## src/sv/gcrt_pkg.sv

```systemverilog
// Package for the grid cell reservation table.
// Holds the sequencer state type, the map entry type and the operation codes.
// No dependencies.
`default_nettype none

package gcrt_pkg;

    typedef enum logic [2:0] {
        S_CLEAR,
        S_IDLE,
        S_LOOK,
        S_SWEEP,
        S_DRAIN,
        S_DONE
    } t_state;

    typedef struct packed {
        logic       used;
        logic [1:0] robot;
    } t_entry;

    localparam logic [1:0] OP_CLAIM   = 2'd0;
    localparam logic [1:0] OP_QUERY   = 2'd1;
    localparam logic [1:0] OP_RELEASE = 2'd2;

endpackage

`default_nettype wire

```

## src/sv/grid_cell_reservation_table.sv

```systemverilog
// Grid cell reservation table: per-cell owner map in memory, driven by a small sequencer.
// A release with a valid robot sweeps every cell. One transaction in flight, ready only in idle;
// a full output register holds DONE. Reset (i_rst_n low, synchronous) starts a clearing pass,
// one cell per cycle, during which no input transaction is taken. Depends on gcrt_pkg.
`default_nettype none

module grid_cell_reservation_table #(
    parameter int GRID_ROWS   = 16,
    parameter int GRID_COLS   = 16,
    parameter int ROBOT_COUNT = 4
) (
    input  wire logic       i_clk,
    input  wire logic       i_rst_n,
    // input channel
    input  wire logic       i_in_valid,
    output logic            o_in_ready,
    input  wire logic [1:0] i_operation,
    input  wire logic [1:0] i_robot,
    input  wire logic [3:0] i_row,
    input  wire logic [3:0] i_col,
    // result channel
    output logic            o_out_valid,
    input  wire logic       i_out_ready,
    output logic            o_granted,
    output logic            o_cell_free,
    output logic [1:0]      o_cell_owner,
    output logic [7:0]      o_released_count
);
    import gcrt_pkg::*;

    // Cell count and address width; the index is row * GRID_COLS + col.
    localparam int CELLS = GRID_ROWS * GRID_COLS;
    localparam int CW    = $clog2(CELLS);
    localparam int IW    = CW + 8;
    localparam logic [CW-1:0] LAST = CW'(CELLS - 1);

    // Owner map: one write port and one registered read port.
    t_entry r_mem [CELLS];
    t_entry r_rd_data;

    logic [CW-1:0] w_rd_addr;
    logic          w_we;
    logic [CW-1:0] w_wa;
    t_entry        w_wd;

    t_state r_state, n_state;

    // Latched transaction fields.
    logic [1:0]    r_op;
    logic [1:0]    r_robot;
    logic [CW-1:0] r_idx;
    logic          r_in_grid;
    logic          r_robot_ok;

    // Sweep address counter (also used by the clearing pass) and read pipeline tag.
    logic [CW-1:0] r_cnt;
    logic          r_sw_vld;
    logic [CW-1:0] r_sw_addr;

    // Result held until it moves to the output register.
    logic       r_res_granted;
    logic       r_res_free;
    logic [1:0] r_res_owner;
    logic [7:0] r_rel_cnt;

    // Output register.
    logic       r_out_vld;
    logic       r_granted;
    logic       r_free;
    logic [1:0] r_owner;
    logic [7:0] r_released;

    // Decode of the incoming transaction.
    logic [IW-1:0] w_idx_wide;
    logic [CW-1:0] w_idx;
    logic          w_in_grid;
    logic          w_robot_ok;

    assign w_idx_wide = IW'(i_row) * IW'(GRID_COLS) + IW'(i_col);
    assign w_idx      = w_idx_wide[CW-1:0];
    assign w_in_grid  = ({28'd0, i_row} < 32'(GRID_ROWS)) && ({28'd0, i_col} < 32'(GRID_COLS));
    assign w_robot_ok = {30'd0, i_robot} < 32'(ROBOT_COUNT);

    // Lookup evaluation: the claimed or named cell after this operation.
    logic   w_do_claim;
    t_entry w_after;

    assign w_do_claim = (r_op == OP_CLAIM) && r_in_grid && r_robot_ok && !r_rd_data.used;

    always_comb begin
        w_after = r_rd_data;
        if (w_do_claim) begin
            w_after.used  = 1'b1;
            w_after.robot = r_robot;
        end
    end

    // Sweep evaluation: a cell of this robot other than the kept one is freed.
    logic w_sw_match;

    assign w_sw_match = r_sw_vld && r_rd_data.used && (r_rd_data.robot == r_robot)
                        && !(r_in_grid && (r_sw_addr == r_idx));

    logic w_out_load;
    assign w_out_load = (r_state == S_DONE) && (!r_out_vld || i_out_ready);

    // Next state.
    always_comb begin
        n_state = r_state;
        unique case (r_state)
            S_CLEAR: begin
                if (r_cnt == LAST) n_state = S_IDLE;
            end
            S_IDLE: begin
                if (i_in_valid) n_state = S_LOOK;
            end
            S_LOOK: begin
                if (r_op == OP_RELEASE && r_robot_ok) n_state = S_SWEEP;
                else n_state = S_DONE;
            end
            S_SWEEP: begin
                if (r_cnt == LAST) n_state = S_DRAIN;
            end
            S_DRAIN: begin
                n_state = S_DONE;
            end
            S_DONE: begin
                if (!r_out_vld || i_out_ready) n_state = S_IDLE;
            end
            default: n_state = S_CLEAR;
        endcase
    end

    // Memory port control and input ready.
    always_comb begin
        o_in_ready = 1'b0;
        w_rd_addr  = r_idx;
        w_we       = 1'b0;
        w_wa       = r_idx;
        w_wd       = '0;
        unique case (r_state)
            S_CLEAR: begin
                w_we = 1'b1;
                w_wa = r_cnt;
            end
            S_IDLE: begin
                o_in_ready = 1'b1;
                w_rd_addr  = w_idx;
            end
            S_LOOK: begin
                w_we = w_do_claim;
                w_wd = w_after;
            end
            S_SWEEP: begin
                w_rd_addr = r_cnt;
                w_we      = w_sw_match;
                w_wa      = r_sw_addr;
            end
            S_DRAIN: begin
                w_we = w_sw_match;
                w_wa = r_sw_addr;
            end
            S_DONE: begin
            end
            default: begin
            end
        endcase
    end

    // Map storage.
    always_ff @(posedge i_clk) begin
        if (w_we) r_mem[w_wa] <= w_wd;
        r_rd_data <= r_mem[w_rd_addr];
    end

    // Control registers.
    always_ff @(posedge i_clk) begin
        if (!i_rst_n) begin
            r_state   <= S_CLEAR;
            r_cnt     <= '0;
            r_sw_vld  <= 1'b0;
            r_out_vld <= 1'b0;
        end else begin
            r_state  <= n_state;
            r_sw_vld <= (r_state == S_SWEEP);
            if (r_state == S_CLEAR || r_state == S_SWEEP) r_cnt <= r_cnt + 1'b1;
            if (r_state == S_LOOK) r_cnt <= '0;
            if (w_out_load) r_out_vld <= 1'b1;
            else if (i_out_ready) r_out_vld <= 1'b0;
        end
    end

    // Payload registers.
    always_ff @(posedge i_clk) begin
        if (r_state == S_IDLE && i_in_valid) begin
            r_op       <= i_operation;
            r_robot    <= i_robot;
            r_idx      <= w_idx;
            r_in_grid  <= w_in_grid;
            r_robot_ok <= w_robot_ok;
        end
        r_sw_addr <= r_cnt;
        if (r_state == S_LOOK) begin
            r_res_granted <= r_in_grid && w_after.used && (w_after.robot == r_robot);
            r_res_free    <= r_in_grid && !w_after.used;
            r_res_owner   <= (r_in_grid && w_after.used) ? w_after.robot : 2'd0;
            r_rel_cnt     <= '0;
        end else if (w_sw_match && r_rel_cnt != 8'hFF) begin
            r_rel_cnt <= r_rel_cnt + 8'd1;
        end
        if (w_out_load) begin
            r_granted  <= r_res_granted;
            r_free     <= r_res_free;
            r_owner    <= r_res_owner;
            r_released <= r_rel_cnt;
        end
    end

    assign o_out_valid      = r_out_vld;
    assign o_granted        = r_granted;
    assign o_cell_free      = r_free;
    assign o_cell_owner     = r_owner;
    assign o_released_count = r_released;

endmodule

`default_nettype wire

```

## config.mk

```make
export PLATFORM = sky130hd
export DESIGN_NAME = grid_cell_reservation_table
export DESIGN_NICKNAME = d
export VERILOG_FILES = /design/src/sv/gcrt_pkg.sv /design/src/sv/grid_cell_reservation_table.sv
export SDC_FILE = /design/constraint.sdc
export NUM_CORES = 1
export LEC_CHECK = 0
export BUFFER_PORTS_ARGS = -buffer_cell sky130_fd_sc_hd__clkbuf_2
export CORE_AREA = 8 8 325 327
export CTS_CLUSTER_SIZE = 14
export DETAILED_ROUTE_END_ITERATION = 8
export DIE_AREA = 0 0 333 335
export GPL_TIMING_DRIVEN = 0
export SETUP_SLACK_MARGIN = 0.15
export SYNTH_ARGS = -nofsm -noshare
export SYNTH_HDL_FRONTEND = slang
export SYNTH_SLANG_ARGS = --single-unit
```

## constraint.sdc

```tcl
create_clock -name i_clk -period 7.78 [get_ports i_clk]
set_input_delay 0.778 -clock i_clk [delete_from_list [all_inputs] [get_ports i_clk]]
set_output_delay 0.778 -clock i_clk [all_outputs]
set_load 0.01 [all_outputs]
```

==> results.json <==
{
  "place_hpwl_um": 84110,
  "ctsHoldBuffers": 0,
  "synth.area.top_cells": "edfxtp_1 (69%), mux2i_1 (4.9%), nand2_1 (4.5%), nor2_1 (3.4%), a21oi_1 (1.9%)",
  "mappedNetlistArea_mm2": 0.03486,
  "p_per_area_mw_per_mm2": 294.0,
  "skew_ns": 0.02756,
  "ios": 30,
  "synth_seq_area_share": 0.7040,
  "leakage_uw": 0.01264,
  "synth.top_cell.area_share": 0.6856,
  "htree_levels": 3,
  "yosys_warnings": 0,
  "synth-edff-count": 796,
  "synth.most_common_cell": "edfxtp_1",
  "setup-tns-final_ns": 0,
  "synth_flop_cell": "edfxtp_1",
  "place_congestion": 0.9517,
  "min_from": "i_operation[0]",
  "grt_max_degree": 48,
  "numPortBuffers": 29,
  "clock-sinks": 828,
  "finalCritPeriodShare": 0.6895,
  "violations": "capacitance limit, slew limit",
  "grt_pass1_wl_um": 167900,
  "combPwrFrac": 0.224,
  "finalPower_uw": 11720,
  "rsz0062_at_grt": "false",
  "path_clk_slew_ns": 0.06,
  "wirelength_um": 121100,
  "clock.fmax_ghz": 0.1864,
  "cp_top_family": "compound AO/OA/AOI/OAI gates",
  "path_max_fanout": 10,
  "worst-path-buf-inv": 2,
  "synth_commonest_cells": "edfxtp_1 (796), nand2_1 (418), nor2_1 (317), mux2i_1 (171), a21oi_1 (133)",
  "seq_power_share": 0.425,
  "max_slew_margin": -0.007197,
  "slowest_delay_ns": 0.89,
  "cts_tree": "done",
  "drive_gt1_frac": 0.1041,
  "finalHoldViolations": 0,
  "r2r_start": "r_state[1]$_SDFFE_PN0P_",
  "end_kind": "register",
  "cts_resized": 0,
  "nNetsFinal": 2783,
  "setup_viol": 0,
  "cp-startpoint": "r_state[1]$_SDFFE_PN0P_",
  "num_vias": 24180,
  "die_area_mm2": 0.1116,
  "path_cells": "buf_6, mux2_2, mux2i_1, clkbuf_1, o221ai_1, o21ai_0, a211oi_1, nor4_1, o311ai_1",
  "fp.dieW_um": 333,
  "dp.cells": 3986,
  "first_iter_violations": 3851,
  "syn-num-nets": 2645,
  "antenna_found_initial": 4,
  "p_int_uw": 7968,
  "area_delta_synth_final_pct": 14.38,
  "crit_arrival_ns": 5.71,
  "path_class": "register to register",
  "finalMaxSlewViolations": 11,
  "status": "finished, violations left",
  "drtAntennaViolNets": 0,
  "postSynthCellCount": 2627,
  "synth_cell_types": 60,
  "drc": 0,
  "cts_buffers": 86,
  "cts_setup_buffers": 0,
  "clkLatencyLatePin_ns": 0.65,
  "synthArstFlopShare": 0,
  "pwr-share-clk": 0.351,
  "first_pass_iters": 6,
  "grt-ovfl-total": 0,
  "startpoint_type": "register",
  "min_path_type": "input pin to register",
  "cp_slowest_cell": "mux2i_1",
  "fin_crit_ns": 5.364,
  "cts_buffer_depth": 3,
  "required_ns": 8.13,
  "wl_per_cell_um": 29.22,
  "via_per_inst": 5.836,
  "switching_power_uw": 3754,
  "die_y_um": 335,
  "ys_ff_latch": 828,
  "stdcell_count": 4144,
  "yosysTopAreaCell": "edfxtp_1",
  "irDropWorstVdd_v": 0.0001665,
  "first_global_vias": 22980,
  "fp.coreArea_mm2": 0.1007,
  "max_cap_viol_count": 1,
  "swShare": 0.3203,
  "worstMarginPinSlew_ns": 1.511,
  "initial_utilization": 0.3461,
  "syn_avg_cell_area_um2": 13.27,
  "root_buffer": "clkbuf_16",
  "num_rows": 117,
  "grtUsageTotal": 0.2087
}
path summary, 6_finish.rpt:
path	endpoint	slack, ns	depth (start not counted)
setup reg to reg	r_rd_data[1]$_DFF_P_	2.42	9
hold / removal	r_op[0]$_DFFE_PP_	0.33	1
setup / recovery	r_rd_data[1]$_DFF_P_	2.42	9
hold reg to reg	r_sw_addr[2]$_DFF_P_	0.35	0
power groups by stage:
stage                     registers (uW)  logic [uW]  clock network [uW]
after floorplan                     5070        1350                   0
after global placement              5090        2480                   0
after detailed placement            5070        2510                   0
after CTS                           4980        2520                4140
after global routing                4980        2650                4300
final                               4980        2630                4110
logic make-up (layout without fill, tap and decap cells):
group	after synthesis	count (layout)	synth area share
and+or+nand+nor	984	984	0.1202
DFF	828	828	0.7040
AOI/OAI and AO/OA	404	404	0.07935
muxes	198	198	0.06327
buffers and inverters	190	396	0.02717
xor gates and xnor gates	21	21	0.005276
adders and majority gates	2	2	0.0007177
other	0	2	0
metrics by stage:
step                instance area [um2]  worst slack [ns]    util  hold slack [ns]
floorplan                         34860           -0.7549       -           0.3290
global placement                  36650            -9.286  0.3638           0.3325
detailed placement                37100             2.540  0.3683           0.3336
CTS                               39870             2.736  0.3959           0.3006
global route                      39870             2.694  0.3959           0.3149
finish                            39880             2.416  0.3959           0.3312
final cells by class:
| type | count | area (um2) |
|---|---|---|
| Antenna cell | 2 | 5.005 |
| Fill cell | 9454 | 60840 |
| Clock buffer | 111 | 2308 |
| Inverter | 4 | 15.01 |
| Timing Repair Buffer | 50 | 575.6 |
| Clock inverter | 45 | 465.4 |
| Sequential cell | 828 | 24540 |
| Tap cell | 1309 | 1638 |
| Multi-Input combinational cell | 1609 | 9394 |
| Buffer | 186 | 932.1 |
sequential cells by signal, summed over array words and instances, names as in the netlist:
register	flops
o_released_count	8
r_idx	8
o_out_valid	1
o_granted	1
r_state	3
r_res_granted	1
r_robot	2
r_res_free	1
o_cell_free	1
r_op	2
r_sw_vld	1
o_cell_owner	2
r_mem	768
r_rd_data	3
r_rel_cnt	8
r_res_owner	2
r_cnt	8
r_sw_addr	8
worst reg2reg max path, stage by stage, from the launching register on:
cell and delay (ns):
dfxtp_1 0.42, buf_6 0.20, mux2_2 0.36, mux2i_1 0.89, clkbuf_1 0.90, o221ai_1 0.33, o21ai_0 0.45, a211oi_1 0.19
nor4_1 0.84, o311ai_1 0.52
routing by layer:
layer,up-vias,GRT usage,wire length [um]
met1,12050,0.2708,45740
met2,1662,0.3261,53960
met4,2,0.1044,6786
li1,10160,-,-
met3,308,0.05154,14610
met5,-,0,13
cells in the final DEF (no fill, tap or decap), drive strengths merged, types with 5 or more instances in the layout:
cell type,synthesis,final
clkinv,1,31
nand3,109,109
nand2,418,418
mux2i,174,174
nand2b,21,21
a221oi,9,9
o21ai,22,22
and2,7,7
bufinv,0,9
nor3,35,35
o22ai,17,17
nor2,317,317
and3,6,6
nor2b,7,7
xor2,8,8
a211oi,9,9
dfxtp,32,32
mux4,14,14
edfxtp,796,796
o22a,10,10
nand3b,34,34
a21oi,133,133
o32ai,9,9
inv,3,5
o211ai,10,10
nand4,10,10
a32oi,8,8
xnor2,13,13
a22oi,33,33
o221ai,68,68
o221a,6,6
a311oi,7,7
nor4,11,11
o31ai,7,7
clkbuf,87,227
a31oi,34,34
o21a,8,8
buf,99,120
mux2,10,10
No activity file was read; power rests on OpenSTA's default activity.
